File: src/sv/urb_pkg.sv
// Shared types and constants for the UART ring buffer block.
// No dependencies; imported by urb_ring and the top level.
`timescale 1ns / 1ps
`default_nettype none

package urb_pkg;

    localparam int BYTE_W         = 8;
    localparam int LEVEL_W        = 7;
    localparam int OP_W           = 3;
    localparam int DEF_RING_DEPTH = 64;

    typedef enum logic [OP_W-1:0] {
        OP_RX_BYTE    = 3'd0,
        OP_HOST_READ  = 3'd1,
        OP_HOST_PEEK  = 3'd2,
        OP_HOST_WRITE = 3'd3,
        OP_TX_DONE    = 3'd4,
        OP_FLUSH_RX   = 3'd5,
        OP_FLUSH_TX   = 3'd6
    } op_t;

    // Per-beat request into one ring
    typedef struct packed {
        logic en;     // a beat is accepted this cycle
        logic put;
        logic get;
        logic flush;
        logic clear;
    } ring_req_t;

endpackage

`default_nettype wire

File: src/sv/urb_ring.sv
// One overwriting byte ring: storage, head/tail/fill and registered read port.
// Depends on urb_pkg (ring_req_t, BYTE_W).
`timescale 1ns / 1ps
`default_nettype none

module urb_ring #(
    parameter int RING_DEPTH = urb_pkg::DEF_RING_DEPTH,
    parameter int FILL_W     = $clog2(RING_DEPTH + 1)
) (
    input  wire                          clk,
    input  wire                          rst_n,
    input  urb_pkg::ring_req_t           req,
    input  wire  [urb_pkg::BYTE_W-1:0]   put_data,
    output logic                         got,
    output logic [urb_pkg::BYTE_W-1:0]   rd_byte,
    output logic [FILL_W-1:0]            fill
);
    import urb_pkg::*;

    localparam int AW = $clog2(RING_DEPTH);

    logic [BYTE_W-1:0] mem [RING_DEPTH];

    logic [AW-1:0]     head_reg, head_next;
    logic [AW-1:0]     tail_reg, tail_next;
    logic [FILL_W-1:0] fill_reg, fill_next;
    // entries [0, written_reg) were written since the last clearing flush
    logic [FILL_W-1:0] written_reg, written_next;

    logic [BYTE_W-1:0] mem_q_reg;
    logic              rd_ok_reg;
    logic              fwd_reg;
    logic [BYTE_W-1:0] fwd_data_reg;

    logic              full;
    logic [AW-1:0]     tail_mid;
    logic [FILL_W-1:0] fill_mid;

    function automatic logic [AW-1:0] wrap_inc(input logic [AW-1:0] p);
        return (p == AW'(RING_DEPTH - 1)) ? '0 : p + 1'b1;
    endfunction

    always_comb
    begin
        full     = (fill_reg == FILL_W'(RING_DEPTH));
        // a put into a full ring drops the oldest byte first
        tail_mid = (req.put && full) ? wrap_inc(tail_reg) : tail_reg;
        fill_mid = (req.put && !full) ? fill_reg + 1'b1 : fill_reg;
        got      = req.get && (fill_mid != '0);

        head_next    = head_reg;
        tail_next    = tail_mid;
        fill_next    = fill_mid;
        written_next = written_reg;
        if (req.flush)
        begin
            head_next = '0;
            tail_next = '0;
            fill_next = '0;
            if (req.clear)
            begin
                written_next = '0;
            end
        end
        else
        begin
            if (req.put)
            begin
                head_next = wrap_inc(head_reg);
                if (FILL_W'(head_reg) == written_reg)
                begin
                    written_next = written_reg + 1'b1;
                end
            end
            if (got)
            begin
                tail_next = wrap_inc(tail_mid);
                fill_next = fill_mid - 1'b1;
            end
        end
    end

    always_ff @(posedge clk or negedge rst_n)
    begin
        if (!rst_n)
        begin
            head_reg    <= '0;
            tail_reg    <= '0;
            fill_reg    <= '0;
            written_reg <= '0;
        end
        else if (req.en)
        begin
            head_reg    <= head_next;
            tail_reg    <= tail_next;
            fill_reg    <= fill_next;
            written_reg <= written_next;
        end
    end

    always_ff @(posedge clk)
    begin
        if (req.en && req.put)
        begin
            mem[head_reg] <= put_data;
        end
    end

    always_ff @(posedge clk)
    begin
        if (req.en)
        begin
            mem_q_reg    <= mem[tail_mid];
            rd_ok_reg    <= (FILL_W'(tail_mid) < written_reg);
            // put and get on an empty ring hit the same entry: bypass
            fwd_reg      <= req.put && (fill_reg == '0);
            fwd_data_reg <= put_data;
        end
    end

    always_comb
    begin
        if (fwd_reg)
        begin
            rd_byte = fwd_data_reg;
        end
        else if (rd_ok_reg)
        begin
            rd_byte = mem_q_reg;
        end
        else
        begin
            rd_byte = '0;
        end
    end

    assign fill = fill_reg;

endmodule

`default_nettype wire

File: src/sv/uart_ring_buffers_with_tx_kick_top.sv
// Top level: receive and transmit rings with transmitter kick logic.
// Depends on urb_pkg and urb_ring.
//
//  channel | signals                                   | dir
//  --------+-------------------------------------------+----
//  in      | in_valid/in_ready, op, data_byte,          | in
//          | clear_contents                            |
//  out     | out_valid/out_ready, read_byte, tx_start,  | out
//          | tx_byte, rx_level, tx_level               |
//
// One beat per cycle: ring pointers, counts and the memory read port all
// update at the accepting edge, and the result is in the output register
// the next cycle. A beat is taken whenever the output register is empty or
// being drained, so out_ready low stalls the input after one held result.
// Reset clears pointers and counts at once; stored bytes read as zero until
// written, tracked by a per-ring written-entry count, so no clearing pass.
`timescale 1ns / 1ps
`default_nettype none

module uart_ring_buffers_with_tx_kick_top #(
    parameter int RING_DEPTH = urb_pkg::DEF_RING_DEPTH
) (
    input  wire                           clk,
    input  wire                           rst_n,
    input  wire                           in_valid,
    output logic                          in_ready,
    input  wire  [urb_pkg::OP_W-1:0]      op,
    input  wire  [urb_pkg::BYTE_W-1:0]    data_byte,
    input  wire                           clear_contents,
    output logic                          out_valid,
    input  wire                           out_ready,
    output logic [urb_pkg::BYTE_W-1:0]    read_byte,
    output logic                          tx_start,
    output logic [urb_pkg::BYTE_W-1:0]    tx_byte,
    output logic [urb_pkg::LEVEL_W-1:0]   rx_level,
    output logic [urb_pkg::LEVEL_W-1:0]   tx_level
);
    import urb_pkg::*;

    localparam int FILL_W = $clog2(RING_DEPTH + 1);

    logic              accept;
    ring_req_t         rx_req, tx_req;
    logic              rx_got, tx_got;
    logic [BYTE_W-1:0] rx_rd_byte, tx_rd_byte;
    logic [FILL_W-1:0] rx_fill, tx_fill;

    logic out_valid_reg;
    logic rd_sel_reg, rd_sel_next;
    logic tx_start_reg, tx_start_next;
    logic tx_idle_reg, tx_idle_next;

    assign in_ready = !out_valid_reg || out_ready;
    assign accept   = in_valid && in_ready;

    // Ring requests
    always_comb
    begin
        rx_req       = '0;
        tx_req       = '0;
        rx_req.en    = accept;
        tx_req.en    = accept;
        rx_req.clear = clear_contents;
        tx_req.clear = clear_contents;
        if (accept)
        begin
            unique case (op)
                OP_RX_BYTE:
                begin
                    rx_req.put = 1'b1;
                end
                OP_HOST_READ:
                begin
                    rx_req.get = 1'b1;
                end
                OP_HOST_WRITE:
                begin
                    tx_req.put = 1'b1;
                    // kick an idle transmitter with the oldest byte
                    if (tx_idle_reg)
                    begin
                        tx_req.get = 1'b1;
                    end
                end
                OP_TX_DONE:
                begin
                    tx_req.get = 1'b1;
                end
                OP_FLUSH_RX:
                begin
                    rx_req.flush = 1'b1;
                end
                OP_FLUSH_TX:
                begin
                    tx_req.flush = 1'b1;
                end
                default:
                begin
                    // peek and unused op leave both rings alone
                end
            endcase
        end
    end

    // Result selects and transmitter state
    always_comb
    begin
        rd_sel_next   = 1'b0;
        tx_start_next = 1'b0;
        tx_idle_next  = tx_idle_reg;
        if (accept)
        begin
            unique case (op)
                OP_HOST_READ:
                begin
                    rd_sel_next = rx_got;
                end
                OP_HOST_PEEK:
                begin
                    rd_sel_next = 1'b1;
                end
                OP_HOST_WRITE:
                begin
                    if (tx_idle_reg)
                    begin
                        tx_start_next = 1'b1;
                        tx_idle_next  = 1'b0;
                    end
                end
                OP_TX_DONE:
                begin
                    tx_start_next = tx_got;
                    if (!tx_got)
                    begin
                        tx_idle_next = 1'b1;
                    end
                end
                default:
                begin
                    // put, flushes and unused op: report levels only
                end
            endcase
        end
    end

    urb_ring #(
        .RING_DEPTH (RING_DEPTH),
        .FILL_W     (FILL_W)
    ) u_rx_ring (
        .clk      (clk),
        .rst_n    (rst_n),
        .req      (rx_req),
        .put_data (data_byte),
        .got      (rx_got),
        .rd_byte  (rx_rd_byte),
        .fill     (rx_fill)
    );

    urb_ring #(
        .RING_DEPTH (RING_DEPTH),
        .FILL_W     (FILL_W)
    ) u_tx_ring (
        .clk      (clk),
        .rst_n    (rst_n),
        .req      (tx_req),
        .put_data (data_byte),
        .got      (tx_got),
        .rd_byte  (tx_rd_byte),
        .fill     (tx_fill)
    );

    always_ff @(posedge clk or negedge rst_n)
    begin
        if (!rst_n)
        begin
            out_valid_reg <= 1'b0;
            rd_sel_reg    <= 1'b0;
            tx_start_reg  <= 1'b0;
            tx_idle_reg   <= 1'b1;
        end
        else
        begin
            if (in_ready)
            begin
                out_valid_reg <= in_valid;
            end
            if (accept)
            begin
                rd_sel_reg   <= rd_sel_next;
                tx_start_reg <= tx_start_next;
                tx_idle_reg  <= tx_idle_next;
            end
        end
    end

    assign out_valid = out_valid_reg;
    assign read_byte = rd_sel_reg ? rx_rd_byte : '0;
    assign tx_start  = tx_start_reg;
    assign tx_byte   = tx_start_reg ? tx_rd_byte : '0;
    assign rx_level  = LEVEL_W'(rx_fill);
    assign tx_level  = LEVEL_W'(tx_fill);

    // Checks

    a_rx_fill_bound: assert property (@(posedge clk) disable iff (!rst_n)
        rx_fill <= FILL_W'(RING_DEPTH))
        else $error("rx fill exceeds ring depth");

    a_kick_busy: assert property (@(posedge clk) disable iff (!rst_n)
        (accept && op == OP_HOST_WRITE) |=> !tx_idle_reg)
        else $error("transmitter idle after host write");

    a_flush_rx: assert property (@(posedge clk) disable iff (!rst_n)
        (accept && op == OP_FLUSH_RX) |=> (rx_fill == '0))
        else $error("rx ring not empty after flush");

    a_start_busy: assert property (@(posedge clk) disable iff (!rst_n)
        (out_valid_reg && tx_start_reg) |-> !tx_idle_reg)
        else $error("tx start reported while transmitter idle");

endmodule

`default_nettype wire

File: config.mk
export PLATFORM = sky130hd
export DESIGN_NAME = uart_ring_buffers_with_tx_kick_top
export DESIGN_NICKNAME = d
export VERILOG_FILES = /design/src/sv/urb_pkg.sv /design/src/sv/urb_ring.sv /design/src/sv/uart_ring_buffers_with_tx_kick_top.sv
export SDC_FILE = /design/constraint.sdc
export NUM_CORES = 1
export LEC_CHECK = 0
export ABC_AREA = 1
export BUFFER_PORTS_ARGS = -buffer_cell sky130_fd_sc_hd__buf_4
export CAP_MARGIN = 20
export CELL_PAD_IN_SITES_DETAIL_PLACEMENT = 1
export CELL_PAD_IN_SITES_GLOBAL_PLACEMENT = 2
export CORE_ASPECT_RATIO = 0.7
export CORE_MARGIN = 10
export CORE_UTILIZATION = 45
export DETAILED_ROUTE_END_ITERATION = 10
export HOLD_SLACK_MARGIN = 0.05
export PLACE_DENSITY_LB_ADDON = 0.1
export SLEW_MARGIN = 25
export SYNTH_ARGS = -nofsm -noshare
export SYNTH_HDL_FRONTEND = slang
export SYNTH_HIERARCHICAL = 1
export SYNTH_SLANG_ARGS = --single-unit
File: constraint.sdc
create_clock -name clk -period 9.7 [get_ports clk]
set_clock_uncertainty 0.2 [all_clocks]
set_input_delay 1.455 -clock clk [delete_from_list [all_inputs] [get_ports clk]]
set_output_delay 1.455 -clock clk [all_outputs]
set_load 0.01 [all_outputs]
### Word level (Yosys, flattened, before mapping)

Memories as Yosys holds them, arrays and structs flattened. A register that Yosys moved wholly into a read port is not among the register bits.
Cells that the tools add are included.

* register bits after elaboration: 68
* memory bits (writable): 1024
* bits of input ports: 16
* word-level logic and storage cells: 134
* memories kept: 2

Memories
* u_rx_ring.mem: depth 64, bits a word 8, read ports 1, clocked after Yosys merged registers in 1, write ports 1, line urb_ring.sv:22 `logic [BYTE_W-1:0] mem [RING_DEPTH];`
* u_tx_ring.mem: depth 64, bits a word 8, read ports 1, clocked after Yosys merged registers in 1, write ports 1, line urb_ring.sv:22

* $add $sub $neg: 12
* order comparisons: 2
* equality and inequality tests: 19
* mux-type cells: 52
* reductions and logical operators: 30

Operator list (count)
* 6-bit 2-to-1 mux: 16
* 7-bit 2-to-1 mux: 13
* 8-bit 2-to-1 mux: 6
* 6-bit by 1-bit adder with 6-bit output, second input constant: 6
* 6-bit equality test, second input constant: 6
* 7-bit by 1-bit adder with 7-bit output, second input constant: 4
* 6-bit by 7-bit equality test with 1-bit output: 2
* 7-bit equality test, second input constant: 2
* 7-bit zero test: 2
* 6-bit by 7-bit < comparator with 1-bit output: 2
* 7-bit nonzero test: 2
* 7-bit by 1-bit subtractor with 7-bit output, second input constant: 2
* 1-bit logical AND: 11
* 1-bit 2-to-1 mux: 11
* 2-bit nonzero test: 5
* 3-bit equality test, second input constant: 3
* 1-bit case mux with 2 select lines: 4
* 4-bit AND reduction: 2
* 3-bit by 2-bit equality test with 1-bit output, second input constant: 2
* 3-bit 2-to-1 mux: 2
* 2-bit inequality test, second input constant: 3
* 2-bit AND reduction: 2
* 3-bit by 1-bit equality test with 1-bit output, second input constant: 1
* 1-bit zero test: 3
* 3 further kinds: 3

### Depth between registers and ports, before layout

Gate-level depths: netlist of the first run.

* depth after elaboration: 10
* gate-level depth with buffers: 19
* gate-level depth less buffers: 18

### Modules after synthesis

The synthesis of the first run kept the hierarchy.

Modules (own cells, without submodules)
* urb_ring at u_tx_ring: times used 1, cells an instance 2532, area an instance 25449.4 um2
* urb_ring at u_rx_ring: times used 1, cells an instance 2527, area an instance 25286.8 um2
* uart_ring_buffers_with_tx_kick_top: times used 1, cells an instance 77, area an instance 425.4 um2

### Least setup slack after synthesis of the first run

Ideal clock, no wire load.

* path type: input to register
* start point: input port out_ready
* end point: register u_rx_ring.rd_ok_reg, data pin
* data arrival time: 4.612 ns
* data required time: 9.239 ns
* slack: 4.627 ns
* cell stages on the path: 14
* buffers on the path: 1
* path through: inv_2 a21oi_4 nand2_2 nor3_1 nand3_4 nor2_8 nand2_1 xor2_2 inv_2 buf_1 ha_1 nand3_1 a21oi_1 o21ai_0

RTL lines
* start: declaration: line uart_ring_buffers_with_tx_kick_top.sv:31 `input wire out_ready,`
* end signal: assignment: line urb_ring.sv:114 `rd_ok_reg <= (FILL_W'(tail_mid) < written_reg);`
* end: declaration: line urb_ring.sv:31 `logic rd_ok_reg;`

==> impl_metrics.env, run 1 <==
export IMPL_cp_startpoint="in_valid"
export IMPL_port_buffers=48
export IMPL_end_kind="flip-flop"
export IMPL_antenna_found_initial=3
export IMPL_vias=36500
export IMPL_cts_buffer_depth=3
export IMPL_grt_pass1_wl_um=233000
export IMPL_worstPathCellList="buf_4 > inv_1 > a21oi_4 > buf_4 > nand2_2 > nor3_1 > nand3_4 > nor2_8 > nand2_2 > buf_4 > nand2_4 > buf_4 > nand2_1 > nand3_1 > nand3_1 > nand3_1 > nand3_1 > nand3_1 > nand2_1"
export IMPL_hold_viol=0
export IMPL_top_regs="u_rx_ring/mem (512), u_tx_ring/mem (512)"
export IMPL_yosysWarnings=6
export IMPL_cts_clk_slew_worst_paths_ns=0.06
export IMPL_first_iter_violations=3429
export IMPL_die_x_um=423
export IMPL_finalMaxSlewViolations=0
export IMPL_hp_start="tx_idle_reg"
export IMPL_critPathMaxStageDelay_ns=0.76
export IMPL_drc=0
export IMPL_cp_top_family="simple AND/OR/NAND/NOR gates"
export IMPL_critPathKind="in -> reg"
export IMPL_overflow=0
export IMPL_crit_buf_inv=5
export IMPL_fin_ws_ns=3.34
export IMPL_max_slew_margin=0.226
export IMPL_min_period_ns=6.36
export IMPL_layout_common_cells="nand2_1, nand3_1, edfxtp_1"
export IMPL_wl_per_cell_um=23.1
export IMPL_synth_edf_count=1060
export IMPL_hp_class="reg -> reg"
export IMPL_clock_latency_ns=0.73
export IMPL_setup_viol=0
export IMPL_clockRootBuffer="clkbuf_16"
export IMPL_crit_required_ns=9.95
export IMPL_placementRows=103
export IMPL_ctsHoldBuffers=0
export IMPL_rr_startpoint="out_valid"
export IMPL_utilization=0.501
export IMPL_fmax_mhz=157
export IMPL_max_vdd_ir_drop_mv=0.265
export IMPL_path_max_fanout=72
export IMPL_ys_types=47
export IMPL_p_leak_nw=23.7
export IMPL_status="completed"
export IMPL_reg2reg_depth=17
export IMPL_wirelength_um=156000
export IMPL_synth_nets=5174
export IMPL_core_um2=113000
export IMPL_path_common_cell="nand3_1"
export IMPL_critPathSlowestCell="nand2_4"
export IMPL_cts_tree="done"
export IMPL_hold_depth=2
export IMPL_start_util=0.454
export IMPL_worst_path_stages=19
export IMPL_start_kind="input pin"
export IMPL_r2r_slack_ns=3.76
export IMPL_synth_seq_cells=1116
export IMPL_num_fill_cells=12400
export IMPL_power_density_nw_per_um2=228
export IMPL_syn_area_um2=51200
export IMPL_ios=49
export IMPL_htree_levels=3
export IMPL_dieArea_um2=128000
export IMPL_dp_hpwl_um=92300
export IMPL_fin_setup_tns_ns=0
export IMPL_numClockSinks=1116
export IMPL_grt_usage=0.239
export IMPL_layout_commonest_cell="nand2_1"
export IMPL_layout_drive_gt1_share=0.0645
export IMPL_firstDrtPassIters=6
export IMPL_cts_buffers=114
export IMPL_synthArstFlopShare=0.0502
export IMPL_ctsResizeCount=0
export IMPL_crit_arrival_ns=6.62
export IMPL_syn_area_per_cell_um2=9.96
export IMPL_worst_slew_pin_slew_ns=1.16
export IMPL_grt_max_degree=138
export IMPL_viasPerCell=5.42
export IMPL_gp_congestion=0.801
export IMPL_maxCapViolations=0
export IMPL_drtAntennaViolNets=0
export IMPL_post_dp_cell_area_um2=52700
export IMPL_grt_setup_unrepaired="no"
export IMPL_min_period_over_period=0.656
export IMPL_final_cell_area_um2=56400
export IMPL_ys_seq_area_frac=0.650
export IMPL_dieHeight_um=302
export IMPL_fin_nets=5144
export IMPL_dp_slack_ns=2.76
export IMPL_grt_pass1_vias=36100
export IMPL_netlist_instances=5136
export IMPL_post_cts_buffers=0
export IMPL_synth_ff_type="edfxtp_1"
export IMPL_syn2layout_area_growth_pct=10.3
-- layout make-up --
class | instances | area (µm²) | share of cell area
clock inverters | 68 | 529 | 0.00938
repair buffers | 96 | 870 | 0.0154
well taps | 1522 | 1900 | 0.0337
diodes | 3 | 7.51 | 0.000133
multi-input cells | 2814 | 13200 | 0.234
clock buffers | 148 | 3100 | 0.0548
inverters | 964 | 3620 | 0.0641
flip-flops and latches | 1116 | 33200 | 0.589
-- worst reg2reg max path: stages, from the launching register on --
cell and delay [ns]:
dfrtp_1 0.42, a21oi_4 0.18, buf_4 0.39, nand2_2 0.10, nor3_1 0.69, nand3_4 0.21
nor2_8 0.23, nand2_2 0.07, buf_4 0.32, nand2_4 0.81, buf_4 0.82, nand2_1 0.16
nand3_1 0.12, nand3_1 0.13, nand3_1 0.15, nand3_1 0.25, nand3_1 0.36, nand2_1 0.09
-- cells by family after synthesis --
kind of cell | share of synthesized area
simple gates | 0.233
compound gates | 0.0111
flops | 0.650
xor+xnor | 0.00538
buf+inv | 0.0957
fa+ha+maj | 0.00538
-- where the power goes --
part	total, mW	switching, mW	internal, mW	leakage, nW
combinational	3.00	2.19	0.810	11.7
sequential	5.49	0.120	5.37	10.2
clock	4.36	1.92	2.43	1.77
total	12.8	4.24	8.61	23.7
-- final timing paths --
kind | end
min in group asynchronous | u_rx_ring/tail_reg[1]
max in group asynchronous | u_tx_ring/head_reg[5]
hold reg to reg | tx_idle_reg
hold / removal | tx_idle_reg
setup / recovery | u_rx_ring/mem_q_reg[0]
setup reg to reg | u_rx_ring/mem_q_reg[0]
-- Yosys cell counts, types with 4 or more instances --
master       n  area, µm²
o21ai_1      9       45.0
xor2_2       4       65.1
nand4_1     31        194
a21oi_1     29        145
nand3_1   1062       5320
nand3_2      4       40.0
buf_4       39        293
o21ai_2      5       43.8
nand3b_1    66        495
buf_1        6       22.5
xor2_1      20        175
nand2_2      9       56.3
nor2_4       8       90.1
inv_1      943       3540
ha_1        22        275
xnor2_1      4       35.0
dfrtp_1     55       1380
edfxtp_1  1060      31800
o21ai_0     37        185
or2_2        8       50.1
clkbuf_1    52        195
buf_2      138        691
nor3_1      13       65.1
o22ai_1      5       31.3
clkinv_1     6       22.5
nor4_1       4       25.0
buf_6        7       78.8
inv_2       15       56.3
nor2_1     172        646
nand2_1   1273       4780
-- stage by stage --
stage / hold slack (ns) / power, mW / instances
6_report: 0.296 / 12.8 / 6731
5_1_grt: 0.341 / 13.4 / 6728
4_1_cts: 0.298 / 12.9 / 6724
3_5_place_dp: 0.290 / 8.54 / 6508
3_3_place_gp: 0.255 / 8.49 / 6508
2_1_floorplan: 0.242 / 7.52 / 5136
-- routing by layer --
metal / track usage / up-vias / wire length, µm
met5: 0 / - / 11
met4: 0.0457 / 2 / 2540
met3: 0.0500 / 158 / 10900
met2: 0.342 / 1013 / 64900
met1: 0.373 / 18500 / 77400
li1: - / 16800 / -
No activity file was read; power rests on OpenSTA's default activity.
==> inputs of run 2 (changes only) <==
Settings changed: CORE_UTILIZATION 45 to 42.
Clock period 9.7 ns to 6.35 ns, I/O delays scaled along.
==> impl_metrics.env, run 2 (synthesis results as in run 1) <==
export IMPL_ios=49
export IMPL_top_regs="u_rx_ring/mem (512), u_tx_ring/mem (512)"
export IMPL_p_leak_nw=24.3
export IMPL_ctsResizeCount=0
export IMPL_drtAntennaViolNets=0
export IMPL_grt_max_degree=109
export IMPL_hp_class="in -> async"
export IMPL_grt_pass1_wl_um=240000
export IMPL_vias=37000
export IMPL_maxCapViolations=0
export IMPL_crit_required_ns=6.65
export IMPL_numClockSinks=1116
export IMPL_num_fill_cells=13400
export IMPL_firstDrtPassIters=5
export IMPL_min_period_ns=4.48
export IMPL_setup_viol=0
export IMPL_cp_top_family="buffers and inverters"
export IMPL_htree_levels=3
export IMPL_layout_drive_gt1_share=0.0847
export IMPL_fin_setup_tns_ns=0
export IMPL_dieArea_um2=136000
export IMPL_layout_commonest_cell="nand2_1"
export IMPL_ctsHoldBuffers=0
export IMPL_dp_hpwl_um=99700
export IMPL_end_kind="flip-flop"
export IMPL_dieHeight_um=312
export IMPL_dp_cells=6732
export IMPL_layout_common_cells="nand2_1, nand3_1, edfxtp_1"
export IMPL_syn2layout_area_growth_pct=12.2
export IMPL_path_max_fanout=20
export IMPL_reg2reg_depth=13
export IMPL_cts_tree="done"
export IMPL_finalNonFillerCells=6951
export IMPL_max_slew_margin=0.287
export IMPL_final_cell_area_um2=57400
export IMPL_post_dp_cell_area_um2=53700
export IMPL_worst_slew_pin_slew_ns=1.07
export IMPL_critPathKind="reg -> reg"
export IMPL_critPathMaxStageDelay_ns=0.72
export IMPL_r2r_slack_ns=1.87
export IMPL_fin_nets=5251
export IMPL_start_util=0.422
export IMPL_status="completed"
export IMPL_fmax_mhz=223
export IMPL_wirelength_um=162000
export IMPL_critPathSlowestCell="clkinv_1"
export IMPL_gp_congestion=0.835
export IMPL_rr_startpoint="out_valid"
export IMPL_max_vdd_ir_drop_mv=0.317
export IMPL_cts_buffer_depth=3
export IMPL_post_cts_buffers=0
export IMPL_wl_per_cell_um=23.3
export IMPL_viasPerCell=5.33
export IMPL_clock_latency_ns=0.75
export IMPL_cts_clk_slew_worst_paths_ns=0.07
export IMPL_clockRootBuffer="clkbuf_16"
export IMPL_path_common_cell="a21oi_1"
export IMPL_grt_pass1_vias=36400
export IMPL_grt_usage=0.232
export IMPL_min_period_over_period=0.706
export IMPL_finalMaxSlewViolations=0
export IMPL_crit_buf_inv=3
export IMPL_core_um2=121000
export IMPL_power_density_nw_per_um2=345
export IMPL_overflow=0
export IMPL_reg2reg_to="u_tx_ring/rd_ok_reg"
export IMPL_drc=0
export IMPL_hold_viol=0
export IMPL_antenna_found_initial=7
export IMPL_placementRows=107
export IMPL_p_total_mw=19.8
export IMPL_cts_buffers=114
export IMPL_worstPathCellList="a21oi_4 > inv_2 > nor2_1 > nand3_2 > nor2_4 > nand4_1 > xor2_2 > buf_4 > clkinv_1 > ha_1 > a21oi_1 > o21ai_0 > a21oi_1"
export IMPL_first_iter_violations=3286
export IMPL_holdWs_ns=0.101
export IMPL_grt_setup_unrepaired="no"
export IMPL_die_x_um=437
export IMPL_start_kind="flip-flop"
export IMPL_port_buffers=48
export IMPL_crit_arrival_ns=4.78
==> run 2: area by class of cell <==
| type | count | area (µm²) | area share |
|---|---|---|---|
| Antenna cell | 3 | 7.51 | 0.000131 |
| Clock buffer | 135 | 3000 | 0.0522 |
| Clock inverter | 81 | 636 | 0.0111 |
| Inverter | 964 | 3620 | 0.0631 |
| Multi-Input combinational cell | 2814 | 13200 | 0.229 |
| Sequential cell | 1116 | 33200 | 0.579 |
| Tap cell | 1635 | 2050 | 0.0356 |
| Timing Repair Buffer | 203 | 1680 | 0.0293 |
==> run 2: metal layers <==
metal,vias to the layer above,track usage,wire length (µm)
met1,18900,0.367,81200
met2,982,0.325,66400
met5,-,0,13
met3,172,0.0477,11200
li1,17000,-,-
met4,2,0.0443,2870
==> run 2: per-stage QoR <==
stage,worst slack [ns],util
2_1_floorplan,1.78,-
3_3_place_gp,1.40,0.443
3_5_place_dp,1.26,0.443
4_1_cts,1.92,0.473
5_1_grt,1.65,0.473
6_report,1.87,0.473
==> run 2: report_power, final <==
part	total, mW	internal, mW	switching [mW]
combinational	4.77	1.29	3.49
sequential	8.39	8.20	0.186
clock	6.66	3.69	2.97
total	19.8	13.2	6.64
==> run 2: worst max path at each step <==
stage	startpoint	endpoint	depth (start not counted)
floorplan	out_ready	u_rx_ring/rd_ok_reg	14
global placement	in_valid	u_tx_ring/rd_ok_reg	15
detailed placement	in_valid	u_tx_ring/rd_ok_reg	15
CTS	out_valid	u_tx_ring/rd_ok_reg	13
global route	out_valid	u_tx_ring/rd_ok_reg	13
finish	out_valid	u_tx_ring/rd_ok_reg	13
